**src/hw/rtl/utf8d_pkg.sv**
```systemverilog
package utf8d_pkg;

    localparam int BYTE_W      = 8;
    localparam int CP_W        = 21;
    localparam int REMAIN_W    = 2;
    localparam int OUT_TDATA_W = 24;
    localparam int KIND_W      = 2;

    typedef enum logic [KIND_W-1:0] {
        KIND_CP       = 2'd0,
        KIND_PARTIAL  = 2'd1,
        KIND_BAD_LEAD = 2'd2
    } t_kind;

    typedef struct packed {
        logic [CP_W-1:0] code_point;
        t_kind           kind;
        logic            is_last;
    } t_result;

endpackage

```
**src/hw/rtl/utf8d_decode.sv**
```systemverilog
module utf8d_decode (
    input  logic                          i_clk,
    input  logic                          i_rst_n,
    input  logic                          i_fire,
    input  logic [utf8d_pkg::BYTE_W-1:0]  i_byte,
    input  logic                          i_last,
    output logic                          o_res_valid,
    output utf8d_pkg::t_result            o_res
);

    logic [utf8d_pkg::CP_W-1:0]     r_pend;
    logic [utf8d_pkg::CP_W-1:0]     n_pend;
    logic [utf8d_pkg::REMAIN_W-1:0] r_remain;
    logic [utf8d_pkg::REMAIN_W-1:0] n_remain;
    logic                           r_discard;
    logic                           n_discard;
    logic [utf8d_pkg::CP_W-1:0]     w_shifted;
    logic [utf8d_pkg::REMAIN_W-1:0] w_remain_dec;

    assign w_shifted    = {r_pend[utf8d_pkg::CP_W-7:0], i_byte[5:0]};
    assign w_remain_dec = r_remain - utf8d_pkg::REMAIN_W'(1);

    always_comb begin
        n_pend           = r_pend;
        n_remain         = r_remain;
        n_discard        = r_discard;
        o_res_valid      = 1'b0;
        o_res.code_point = '0;
        o_res.kind       = utf8d_pkg::KIND_CP;
        o_res.is_last    = i_last;
        if (r_discard) begin
            if (i_last) begin
                n_discard = 1'b0;
            end
        end else if (r_remain != '0) begin
            n_remain = w_remain_dec;
            n_pend   = w_shifted;
            if (w_remain_dec == '0) begin
                o_res_valid      = 1'b1;
                o_res.code_point = w_shifted;
                n_pend           = '0;
            end else if (i_last) begin
                o_res_valid   = 1'b1;
                o_res.kind    = utf8d_pkg::KIND_PARTIAL;
                o_res.is_last = 1'b1;
                n_pend        = '0;
                n_remain      = '0;
            end
        end else begin
            if (i_byte inside {[8'h00:8'h7F]}) begin
                o_res_valid      = 1'b1;
                o_res.code_point = utf8d_pkg::CP_W'(i_byte);
            end else if (i_byte inside {[8'hC0:8'hDF]}) begin
                n_pend   = utf8d_pkg::CP_W'(i_byte[4:0]);
                n_remain = utf8d_pkg::REMAIN_W'(1);
            end else if (i_byte inside {[8'hE0:8'hEF]}) begin
                n_pend   = utf8d_pkg::CP_W'(i_byte[3:0]);
                n_remain = utf8d_pkg::REMAIN_W'(2);
            end else if (i_byte inside {[8'hF0:8'hF7]}) begin
                n_pend   = utf8d_pkg::CP_W'(i_byte[2:0]);
                n_remain = utf8d_pkg::REMAIN_W'(3);
            end else begin
                o_res_valid   = 1'b1;
                o_res.kind    = utf8d_pkg::KIND_BAD_LEAD;
                o_res.is_last = 1'b1;
                n_discard     = !i_last;
            end
            if (i_last && (n_remain != '0)) begin
                o_res_valid   = 1'b1;
                o_res.kind    = utf8d_pkg::KIND_PARTIAL;
                o_res.is_last = 1'b1;
                n_pend        = '0;
                n_remain      = '0;
            end
        end
    end

    always_ff @(posedge i_clk) begin
        if (!i_rst_n) begin
            r_pend    <= '0;
            r_remain  <= '0;
            r_discard <= 1'b0;
        end else if (i_fire) begin
            r_pend    <= n_pend;
            r_remain  <= n_remain;
            r_discard <= n_discard;
        end
    end

    a_discard_no_seq: assert property (@(posedge i_clk) disable iff (!i_rst_n)
        r_discard |-> (r_remain == '0))
        else $error("discard set with an open sequence");

    a_last_closes: assert property (@(posedge i_clk) disable iff (!i_rst_n)
        (i_fire && i_last) |=> ((r_remain == '0) && !r_discard))
        else $error("last byte left decoder state open");

    a_err_zero_cp: assert property (@(posedge i_clk) disable iff (!i_rst_n)
        (o_res_valid && (o_res.kind != utf8d_pkg::KIND_CP))
            |-> ((o_res.code_point == '0) && o_res.is_last))
        else $error("error result with nonzero code point or not last");

    a_no_result_in_discard: assert property (@(posedge i_clk) disable iff (!i_rst_n)
        r_discard |-> !o_res_valid)
        else $error("result produced while dropping");

endmodule

```
**src/hw/rtl/utf8_to_code_point_decoder_top.sv**
```systemverilog
// Channel  | Direction | tdata                      | tuser        | tlast
// s_axis   | in        | [7:0] in_byte              | -            | last_byte
// m_axis   | out       | [20:0] code_point, zero pad| [1:0] kind   | is_last
//
// One byte item per clock while the result register is not stalled; a result is registered.
// The rate is set by the combinational decode step between the input and result registers.
// Reset (synchronous, i_rst_n low) empties both registers and returns to lead-byte state.
// A stalled result holds in its register; an input item is still taken while the result
// register drains in the same cycle. Items that give no result leave the output untouched.
module utf8_to_code_point_decoder_top (
    input  logic                                  i_clk,
    input  logic                                  i_rst_n,
    input  logic                                  i_s_axis_tvalid,
    output logic                                  o_s_axis_tready,
    input  logic [utf8d_pkg::BYTE_W-1:0]          i_s_axis_tdata,   // [7:0] in_byte
    input  logic                                  i_s_axis_tlast,
    output logic                                  o_m_axis_tvalid,
    input  logic                                  i_m_axis_tready,
    output logic [utf8d_pkg::OUT_TDATA_W-1:0]     o_m_axis_tdata,   // [20:0] code_point
    output logic [utf8d_pkg::KIND_W-1:0]          o_m_axis_tuser,   // [1:0] kind
    output logic                                  o_m_axis_tlast
);

    logic                          r_in_valid;
    logic [utf8d_pkg::BYTE_W-1:0]  r_in_byte;
    logic                          r_in_last;
    logic                          r_out_valid;
    utf8d_pkg::t_result            r_out_res;
    logic                          w_adv;
    logic                          w_res_valid;
    utf8d_pkg::t_result            w_res;

    assign w_adv           = r_in_valid && (!r_out_valid || i_m_axis_tready);
    assign o_s_axis_tready = !r_in_valid || w_adv;

    always_ff @(posedge i_clk) begin
        if (!i_rst_n) begin
            r_in_valid <= 1'b0;
        end else if (o_s_axis_tready) begin
            r_in_valid <= i_s_axis_tvalid;
        end
    end

    always_ff @(posedge i_clk) begin
        if (o_s_axis_tready && i_s_axis_tvalid) begin
            r_in_byte <= i_s_axis_tdata;
            r_in_last <= i_s_axis_tlast;
        end
    end

    utf8d_decode u_decode (
        .i_clk       (i_clk),
        .i_rst_n     (i_rst_n),
        .i_fire      (w_adv),
        .i_byte      (r_in_byte),
        .i_last      (r_in_last),
        .o_res_valid (w_res_valid),
        .o_res       (w_res)
    );

    always_ff @(posedge i_clk) begin
        if (!i_rst_n) begin
            r_out_valid <= 1'b0;
        end else if (w_adv) begin
            r_out_valid <= w_res_valid;
        end else if (i_m_axis_tready) begin
            r_out_valid <= 1'b0;
        end
    end

    always_ff @(posedge i_clk) begin
        if (w_adv && w_res_valid) begin
            r_out_res <= w_res;
        end
    end

    assign o_m_axis_tvalid = r_out_valid;
    assign o_m_axis_tdata  = {{(utf8d_pkg::OUT_TDATA_W-utf8d_pkg::CP_W){1'b0}},
                              r_out_res.code_point};
    assign o_m_axis_tuser  = r_out_res.kind;
    assign o_m_axis_tlast  = r_out_res.is_last;

endmodule

```
**config.mk**
```make
export PLATFORM = sky130hd
export DESIGN_NAME = utf8_to_code_point_decoder_top
export DESIGN_NICKNAME = d
export VERILOG_FILES = /design/src/hw/rtl/utf8d_pkg.sv /design/src/hw/rtl/utf8d_decode.sv /design/src/hw/rtl/utf8_to_code_point_decoder_top.sv
export SDC_FILE = /design/constraint.sdc
export NUM_CORES = 1
export LEC_CHECK = 0
export ABC_AREA = 1
export BUFFER_PORTS_ARGS = -buffer_cell sky130_fd_sc_hd__buf_2
export CAP_MARGIN = 10
export CORE_MARGIN = 3
export CORE_UTILIZATION = 35
export DETAILED_ROUTE_END_ITERATION = 7
export PLACE_DENSITY = 0.58
export SLEW_MARGIN = 5
export SYNTH_ARGS = -nofsm -noshare
export SYNTH_HDL_FRONTEND = slang
export SYNTH_SLANG_ARGS = --single-unit
export TNS_END_PERCENT = 5
```
**constraint.sdc**
```tcl
create_clock -name i_clk -period 2.3 [get_ports i_clk]
set_input_delay 0 -clock i_clk [delete_from_list [all_inputs] [get_ports i_clk]]
set_output_delay 0 -clock i_clk [all_outputs]
set_load 0.1 [all_outputs]
```
==> impl_metrics.tcl, run 1 <==
set metrics [dict create \
    portBuffers 38 \
    root_buffer "clkbuf_8" \
    synthTopCellsByCount "nor2_1 (53), nand2_1 (47), inv_1 (38), edfxtp_1 (33), a21oi_1 (21)" \
    grt_util_all_layers_pct 12.9 \
    rows 29 \
    timing.fmax_mhz 522 \
    vias 1784 \
    ys_top_cells_by_area "edfxtp_1 (42%), dfxtp_1 (17%), nor2_1 (8.5%)" \
    ff_latch_area_um2 1390 \
    ctsHtreeMaxLevel 2 \
    final.setup.tns_ns 0 \
    grt_max_degree 23 \
    drt_first_pass_iters 4 \
    multi_input_area_um2 751 \
    wl_per_cell_um 11.3 \
    ys.flop_type "edfxtp_1" \
    gp_congestion 0.946 \
    whs_path_depth 4 \
    crit_path_max_fanout 13 \
    ant_nets 0 \
    reg2reg_depth 9 \
    maxSlewViolCount 0 \
    grt_setup_unrepaired "false" \
    synth_cell_types 27 \
    finalCritPeriodShare_pct 83.3 \
    power.density_nw_per_um2 787 \
    nets 331 \
    detail_route.wirelength_mm 4.44 \
    die_area_um2 7710 \
    placed_area_um2 2620 \
    synth-seq-area-share_pct 59.4 \
    fillers 639 \
    syn_area_um2 2340 \
    synth-async-reset-ratio_pct 0 \
    max-cap-violations 0 \
    syn2layout_area_growth_pct 21.2 \
    min_path_type "in2reg" \
    pre_cts_slack_ns 0.376 \
    ir_drop_mv 0.333 \
    power.leakage_nw 1.23 \
    grt_antenna_before_repair 0 \
    fin_skew_ns 0.00718 \
    fp.dieH_um 87.8 \
    ioPinCount 42 \
    synth.most_common_cell "nor2_1" \
    cts_sinks 53 \
    grt_pass1_vias 1737 \
    initialDrtViolationCount 119 \
    required_ns 2.30 \
    dp_hpwl_mm 3.14 \
    post_cts_buffers 0 \
    yosysWarnings 0 \
    arrival_ns 1.92 \
    ys_seq_elements 53 \
    yosysTopAreaCell "edfxtp_1" \
    start_util_pct 36.5 \
    hold_viol 0 \
    setup_slack_ns 0.385 \
    clk_pin_slew_ns 0.09 \
    crit_path_end_kind "flop" \
    synth_area_per_cell_um2 8.91 \
    clk_latency_ns 0.30 \
    vias_per_cell 4.54 \
    drcViolationCount 0 \
    gr-total-overflow 0 \
    status "finished, final reports clean" \
    drive_gt1_share_pct 18.7 \
    synth_edf_count 33 \
    num_antenna_cells 0 \
    fin_area_um2 2840 \
    synth_top_area_share_pct 42.3 \
    fp.dieW_um 87.8 \
    utilization_pct 44.2 \
    cts_buffers 5 \
    finalSetupViolations 0 \
    crit_type "reg2reg" \
    coreArea_um2 6420 \
    synthCells 263 \
    period_minus_slack_ns 1.91 \
    cts_tree "built" \
    grt_pass1_wl_mm 7.77 \
    clockBufferDepth 2 \
    cp-start-kind "flop" \
]
-- per-layer routing --
layer	vias to the layer above	share of wire, %	GRT usage, %
met5	-	0	0
met3	10	4.4	3.10
met4	0	2.4	5.16
li1	932	-	-
met2	37	47	21.0
met1	805	46	16.4
-- power breakdown --
part           switching, mW  internal, mW
clock                  0.291         0.327
sequential            0.0313          1.08
combinational          0.393         0.113
-- worst max-delay path: stages, from the launching register on --
cell,delay (ns)
dfxtp_1,0.33
inv_1,0.10
ha_1,0.37
nor2_1,0.11
nand2_1,0.14
clkinv_1,0.10
nor2_1,0.10
nand2_1,0.08
inv_1,0.07
buf_4,0.21
-- flip-flops by register name, summed over array words and instances (netlist names) --
name,count
o_m_axis_tdata,21
o_m_axis_tlast,1
o_m_axis_tuser,2
o_m_axis_tvalid,1
r_in_byte,8
r_in_last,1
r_in_valid,1
u_decode.r_discard,1
u_decode.r_pend,15
u_decode.r_remain,2
-- area by class of cell --
class	count	area share, %
Clock buffer	6	2.56
Clock inverter	2	1.37
Inverter	40	5.29
Multi-Input combinational cell	161	26.5
Sequential cell	53	49.0
Tap cell	77	3.40
Timing Repair Buffer	54	11.9
-- metrics by stage --
stage	power (mW)	instances	hold WS, ns
2_1_floorplan	1.54	265	0.0989
3_3_place_gp	1.62	374	0.177
3_5_place_dp	1.63	374	0.179
4_1_cts	2.26	393	0.0272
5_1_grt	2.35	393	0.0572
6_report	2.23	393	0.0320
-- cell usage in the layout, fill, tap and decap left out --
cell type      Yosys  routed
ha_1               3       3
nand2_4            2       2
clkbuf_8           0       5
nor4_1             1       1
o21ai_0            5       5
inv_1             38      38
o211a_1            1       1
conb_1             1       3
o211ai_1           1       1
clkinv_4           0       1
dfxtp_1           20      20
edfxtp_1          33      33
nor3_1             1       1
clkinv_1           1       1
clkbuf_1           4       1
nand2_1           47      47
nor2_1            53      53
dlygate4sd3_1      0      11
o21ai_1            1       1
nand3_2            2       2
a21oi_2            1       1
a21oi_1           21      21
nand2_2            1       1
nand3_1           16      15
bufinv_16          0       1
nor2_2             1       1
and2_1             1       1
buf_4              3       5
nand3_4            0       1
buf_2              2      38
inv_2              1       1
-- final timing paths --
check	from	slack (ns)	end
setup / recovery	u_decode.r_remain[1]$_SDFFE_PN0P_	0.39	o_m_axis_tdata[17]$_SDFFCE_PP0P_
setup reg to reg	u_decode.r_remain[1]$_SDFFE_PN0P_	0.39	o_m_axis_tdata[17]$_SDFFCE_PP0P_
hold reg to reg	u_decode.r_pend[12]$_SDFFE_PN0P_	0.49	u_decode.r_pend[12]$_SDFFE_PN0P_
hold / removal	i_m_axis_tready	0.03	o_m_axis_tvalid$_SDFFE_PN0P_
-- what timing repair did --
| item | CTS | global route |
|---|---|---|
| hold buffers | 11 | 0 |
| resized for setup | 0 | 0 |
| hold endpoints to repair | 10 | 0 |
| endpoints found under the setup margin | 0 | 0 |
-- kinds of logic (layout without fill, tap and decap cells) --
| kind of cell | count (synthesis) | count (layout) | synth area share, % |
|---|---|---|---|
| compound gates | 30 | 30 | 6.89 |
| fa+ha+maj | 3 | 3 | 1.60 |
| buf+inv | 51 | 102 | 9.40 |
| flops | 53 | 53 | 59.4 |
| other cells | 1 | 3 | 0.160 |
| simple gates | 125 | 125 | 22.5 |
Power figures use the tool's default switching activity.
==> run 2: changes to the inputs <==
==> constraint.sdc (replaced) <==
create_clock -name i_clk -period 1.9 [get_ports i_clk]
set_input_delay 0 -clock i_clk [delete_from_list [all_inputs] [get_ports i_clk]]
set_output_delay 0 -clock i_clk [all_outputs]
set_load 0.1 [all_outputs]
==> run 2 against run 1 <==
  * Clock-buffer cell count stayed put
  * Cell area rose by 0.75%
  * Sequential cell count unchanged
  * Die area is the same
  * Critical endpoint is now o_m_axis_tdata[3]$_SDFFCE_PP0P_
  * Largest cell class unchanged
  * Sequential power is 21% higher
  * First-iteration DRC count decreased by 17%
==> impl_metrics.tcl, run 2 (synthesis results as in run 1) <==
set metrics [dict create \
    drive_gt1_share_pct 20.4 \
    final_cell_mix "nor2_1 (53), nand2_1 (46), buf_2 (38)" \
    cts_tree "built" \
    grt_pass1_vias 1775 \
    grt_setup_unrepaired "false" \
    ant_nets 0 \
    gr-total-overflow 0 \
    required_ns 1.96 \
    syn2layout_area_growth_pct 22.1 \
    crit_path_max_fanout 24 \
    coreArea_um2 6420 \
    fp.dieH_um 87.8 \
    timing.fmax_mhz 575 \
    status "finished, final reports clean" \
    fp.dieW_um 87.8 \
    fin_skew_ns 0.0109 \
    root_buffer "clkbuf_8" \
    clk_pin_slew_ns 0.09 \
    cp-start-kind "flop" \
    grt_max_degree 25 \
    crit_path_end_kind "flop" \
    ctsHtreeMaxLevel 2 \
    arrival_ns 1.80 \
    drcViolationCount 0 \
    start_util_pct 36.5 \
    drt_first_pass_iters 4 \
    placed_cells 377 \
    grt_antenna_before_repair 0 \
    finalSetupViolations 0 \
    portBuffers 38 \
    stdcell_count 396 \
    rows 29 \
    grt_pass1_wl_mm 8.00 \
    final.setup.tns_ns 0 \
    cts_buffers 5 \
    power.leakage_nw 1.22 \
    period_minus_slack_ns 1.74 \
    initialDrtViolationCount 99 \
    detail_route.wirelength_mm 4.56 \
    whs_ns 0.0157 \
    largest_reg_flops 21 \
    ioPinCount 42 \
    final_common_cell "nor2_1" \
    ir_drop_mv 0.325 \
    vias 1799 \
    num_antenna_cells 0 \
    nets 334 \
    die_area_um2 7710 \
    max-cap-violations 0 \
    post_cts_buffers 0 \
    maxSlewViolCount 0 \
    finalCritPeriodShare_pct 91.5 \
    dp_hpwl_mm 3.19 \
    wl_per_cell_um 11.5 \
    power.density_nw_per_um2 909 \
    clockBufferDepth 2 \
    grt_util_all_layers_pct 13.1 \
    crit_type "reg2reg" \
    vias_per_cell 4.54 \
    gp_congestion 0.904 \
    hold_viol 0 \
    min_path_type "in2reg" \
    utilization_pct 44.5 \
    clk_latency_ns 0.31 \
    cts_sinks 53 \
]
[run 2: changes by cell type in the layout (fill, tap and decap cells not counted), sizes merged]
cell / before / now
bufinv: 1 / 0
clkinv: 2 / 1
clkinvlp: 0 / 3
buf: 43 / 46
inv: 39 / 38
[run 2: worst paths after layout]
| kind | from | endpoint | slack (ns) | depth (start not counted) |
|---|---|---|---|---|
| hold / removal | i_m_axis_tready | o_m_axis_tvalid$_SDFFE_PN0P_ | 0.02 | 4 |
| hold reg to reg | u_decode.r_pend[11]$_SDFFE_PN0P_ | u_decode.r_pend[11]$_SDFFE_PN0P_ | 0.49 | 2 |
| setup / recovery | r_in_byte[5]$_DFFE_PP_ | o_m_axis_tdata[3]$_SDFFCE_PP0P_ | 0.16 | 9 |
| setup reg to reg | r_in_byte[5]$_DFFE_PP_ | o_m_axis_tdata[3]$_SDFFCE_PP0P_ | 0.16 | 9 |
[run 2: power breakdown]
part / switching (mW) / internal, mW / leakage (nW)
Clock: 0.366 / 0.260 / 0.0374
Sequential: 0.0353 / 1.30 / 0.479
Combinational: 0.484 / 0.147 / 0.709
[run 2: final cells by class]
| cell class | count | area [um^2] |
|---|---|---|
| Multi-Input combinational cell | 161 | 753 |
| Timing Repair Buffer | 57 | 373 |
| Clock inverter | 2 | 15.0 |
| Tap cell | 77 | 96.3 |
| Sequential cell | 53 | 1400 |
| Inverter | 40 | 154 |
| Clock buffer | 6 | 72.6 |
| Fill cell | 629 | 3560 |
[run 2: repair_timing]
item / CTS / global route
endpoints found under the hold margin: 10 / 0
endpoints found under the setup margin: 0 / 24
hold buffers: 11 / 0
resized for setup: 0 / 1
[run 2: through the flow]
stage | power, mW | instance area [um^2] | setup slack [ns]
5_1_grt | 2.75 | 2860 | 0.000698
3_3_place_gp | 1.98 | 2660 | 0.205
3_5_place_dp | 1.98 | 2660 | 0.136
6_report | 2.60 | 2860 | 0.162
2_1_floorplan | 1.87 | 2370 | 0.0453
4_1_cts | 2.63 | 2860 | 0.119
[run 2: per-layer routing]
metal  vias to the layer above  share of wire, %  GRT usage, %
met4                         0               1.6          4.88
met2                        43                46          21.1
met3                         6               4.3          3.01
li1                        936                 -             -
met5                         -                 0             0
met1                       814                48          17.4
[run 2: worst max-delay path, cell delays in order, from the launching register on]
cell	delay (ns)
edfxtp_1	0.46
nand3_2	0.13
a21oi_2	0.04
nor2_1	0.17
nand3_2	0.13
nand2_2	0.10
nand3_1	0.09
nand2_2	0.10
clkinvlp_4	0.10
buf_12	0.16
==> run 3: changes to the inputs <==
--- a/config.mk
+++ b/config.mk
@@ -5,12 +5,12 @@
 export SDC_FILE = /design/constraint.sdc
 export NUM_CORES = 1
 export LEC_CHECK = 0
-export ABC_AREA = 1
 export BUFFER_PORTS_ARGS = -buffer_cell sky130_fd_sc_hd__buf_2
 export CAP_MARGIN = 10
 export CORE_MARGIN = 3
 export CORE_UTILIZATION = 35
 export DETAILED_ROUTE_END_ITERATION = 7
+export MAX_ROUTING_LAYER = met4
 export PLACE_DENSITY = 0.58
 export SLEW_MARGIN = 5
 export SYNTH_ARGS = -nofsm -noshare
==> run 3 against run 2 <==
  * Register-to-register slack gained 0.05 ns
  * Critical endpoint is now o_m_axis_tdata[2]$_SDFFCE_PP0P_
  * Highest routed layer unchanged
  * Largest cell class unchanged
  * Non-clock buffer count is 8 higher
  * Global-route usage fell by 0.17 points
  * Largest power group unchanged
  * Final cell count shrank 19%
==> impl_metrics.tcl, run 3 <==
set metrics [dict create \
    drcViolationCount 0 \
    status "finished, final reports clean" \
    fin_skew_ns 0.00815 \
    fp.dieW_um 87.0 \
    ff_latch_area_um2 1400 \
    clk_latency_ns 0.31 \
    synth-async-reset-ratio_pct 0 \
    final.setup.tns_ns 0 \
    max-cap-violations 0 \
    fillers 574 \
    synthTopCellsByCount "edfxtp_1 (33), nand2_1 (28), and2_1 (20), dfxtp_1 (20), mux2i_1 (11)" \
    ys_top_cells_by_area "edfxtp_1 (43%), dfxtp_1 (17%), and2_1 (5.4%)" \
    placed_cells 304 \
    gr-total-overflow 0 \
    reg2reg_depth 5 \
    grt_max_degree 26 \
    rows 28 \
    r2r_start "u_decode.r_remain[1]$_SDFFE_PN0P_" \
    yosysWarnings 0 \
    synth.most_common_cell "edfxtp_1" \
    start_util_pct 37.4 \
    synth_cell_types 44 \
    final_common_cell "buf_2" \
    period_minus_slack_ns 1.69 \
    grt_util_all_layers_pct 13.0 \
    synth-seq-area-share_pct 60.6 \
    ys_seq_elements 53 \
    dp_hpwl_mm 3.10 \
    grt_setup_unrepaired "false" \
    syn2layout_area_growth_pct 22.5 \
    crit_family "compound AO/OA/AOI/OAI gates" \
    initialDrtViolationCount 90 \
    maxSlewViolCount 0 \
    ys.flop_type "edfxtp_1" \
    cpPeakStageDelay_ns 0.39 \
    grt_pass1_vias 1547 \
    largest_reg_flops 21 \
    syn_area_um2 2300 \
    grt_pass1_wl_mm 7.38 \
    min_path_type "in2reg" \
    clockBufferDepth 2 \
    finalCritPeriodShare_pct 89.0 \
    coreArea_um2 6130 \
    detail_route.wirelength_mm 4.39 \
    drive_gt1_share_pct 31.6 \
    gp_congestion 0.881 \
    cp_num_cells 5 \
    rrSetupSlack_ns 0.21 \
    num_antenna_cells 0 \
    clk_pin_slew_ns 0.09 \
    cp_cell_sequence "inv_1 -> ha_1 -> nor2_1 -> a31oi_1 -> o21a_4" \
    crit_path_max_fanout 25 \
    synthCells 184 \
    drt_first_pass_iters 4 \
    startpoint "u_decode.r_remain[1]$_SDFFE_PN0P_" \
    final_cell_mix "buf_2 (38), edfxtp_1 (33), nand2_1 (27)" \
    finalSetupViolations 0 \
    die_area_um2 7570 \
    power.density_nw_per_um2 834 \
    power.leakage_nw 1.17 \
    yosysTopAreaCell "edfxtp_1" \
    whs_path_depth 3 \
    crit_type "reg2reg" \
    cp-start-kind "flop" \
    ir_drop_mv 0.349 \
    ant_nets 0 \
    stdcell_count 322 \
    cts_tree "built" \
    hold_viol 0 \
    arrival_ns 1.67 \
    fp.dieH_um 87.0 \
    cts_sinks 53 \
    crit_path_end_kind "flop" \
    critical_path_buf_inv_count 1 \
    ioPinCount 42 \
    critPathCapture "o_m_axis_tdata[2]$_SDFFCE_PP0P_" \
    busiest_layer "met2" \
    multi_input_area_um2 795 \
    synth_top_area_share_pct 43.2 \
    root_buffer "clkbuf_8" \
    cts_buffers 5 \
    portBuffers 38 \
    slowest_stage "o21a_4" \
    use_met2_pct 19.8 \
    grt.met3_usage_pct 2.93 \
    wl_per_cell_um 13.6 \
    post_cts_buffers 0 \
    vias_per_cell 4.80 \
    use_met1_pct 16.7 \
    timing.fmax_mhz 592 \
    required_ns 1.88 \
    ctsHtreeMaxLevel 2 \
    vias 1546 \
    nets 262 \
    synth_edf_count 33 \
    reg2reg_to "o_m_axis_tdata[2]$_SDFFCE_PP0P_" \
    grt_antenna_before_repair 0 \
    synth_area_per_cell_um2 12.5 \
    power_mw 2.35 \
]
[run 3: worst reg2reg max path, delay by kind of cell (launching register included)]
family | cells | cell delay [ns]
AO/OA/AOI/OAI | 2 | 0.62
adder cells (fa/ha/maj) | 1 | 0.25
buffers and inverters | 1 | 0.09
flip-flops | 1 | 0.32
AND/OR/NAND/NOR | 1 | 0.07
[run 3: repair_timing]
action | in CTS | in global routing
hold buffers | 10 | 0
endpoints found under the hold margin | 10 | 0
setup endpoints to repair | 0 | 26
gates resized for setup | 0 | 2
[run 3: worst min-delay path by stage]
stage,end,slack (ns),start
3_3_place_gp,r_in_last$_DFFE_PP_,0.18,i_s_axis_tlast
2_1_floorplan,r_in_byte[0]$_DFFE_PP_,0.1,i_s_axis_tdata[0]
6_report,u_decode.r_discard$_SDFFE_PN0P_,0.14,i_rst_n
3_5_place_dp,r_in_byte[1]$_DFFE_PP_,0.18,i_s_axis_tdata[1]
5_1_grt,u_decode.r_discard$_SDFFE_PN0P_,0.17,i_rst_n
4_1_cts,u_decode.r_discard$_SDFFE_PN0P_,0.13,i_rst_n
[run 3: layer usage]
metal	up-vias	part of all wire, %	wire [um]
li1	772	-	-
met1	723	46	2040
met2	43	47	2060
met3	8	4.9	215
met4	0	1.8	81
met5	-	0	0
[run 3: layout make-up]
class / instances / share of cell area, %
Inverter: 5 / 0.668
Timing Repair Buffer: 65 / 14.9
Clock buffer: 5 / 2.45
Clock inverter: 3 / 0.801
Tap cell: 75 / 3.34
Sequential cell: 53 / 49.6
Multi-Input combinational cell: 116 / 28.3
[run 3: logic make-up (layout without fill, tap and decap cells)]
group	after synthesis	after routing	synth area share [%]
multiplexers	11	11	4.80
AO/OA/AOI/OAI	26	26	8.61
adder cells (fa/ha/maj)	3	3	1.64
other	1	3	0.163
flip-flops	53	53	60.6
AND/OR/NAND/NOR	73	73	18.4
buffers and inverters	17	78	5.78
[run 3: metrics by stage]
| step | setup WS (ns) | hold WS, ns | area (um^2) | utilization [%] |
|---|---|---|---|---|
| global placement | 0.0854 | 0.178 | 2610 | 42.6 |
| finish | 0.210 | 0.142 | 2810 | 45.9 |
| detailed placement | 0.0317 | 0.179 | 2610 | 42.6 |
| global route | 0.0382 | 0.168 | 2810 | 45.9 |
| CTS | 0.0182 | 0.131 | 2800 | 45.7 |
| floorplan | 0.0286 | 0.0989 | 2310 | - |
[run 3: power by group]
part	switching [mW]	total, mW	internal [mW]
sequential	0.0205	1.29	1.27
combinational	0.320	0.420	0.100
clock	0.376	0.638	0.262
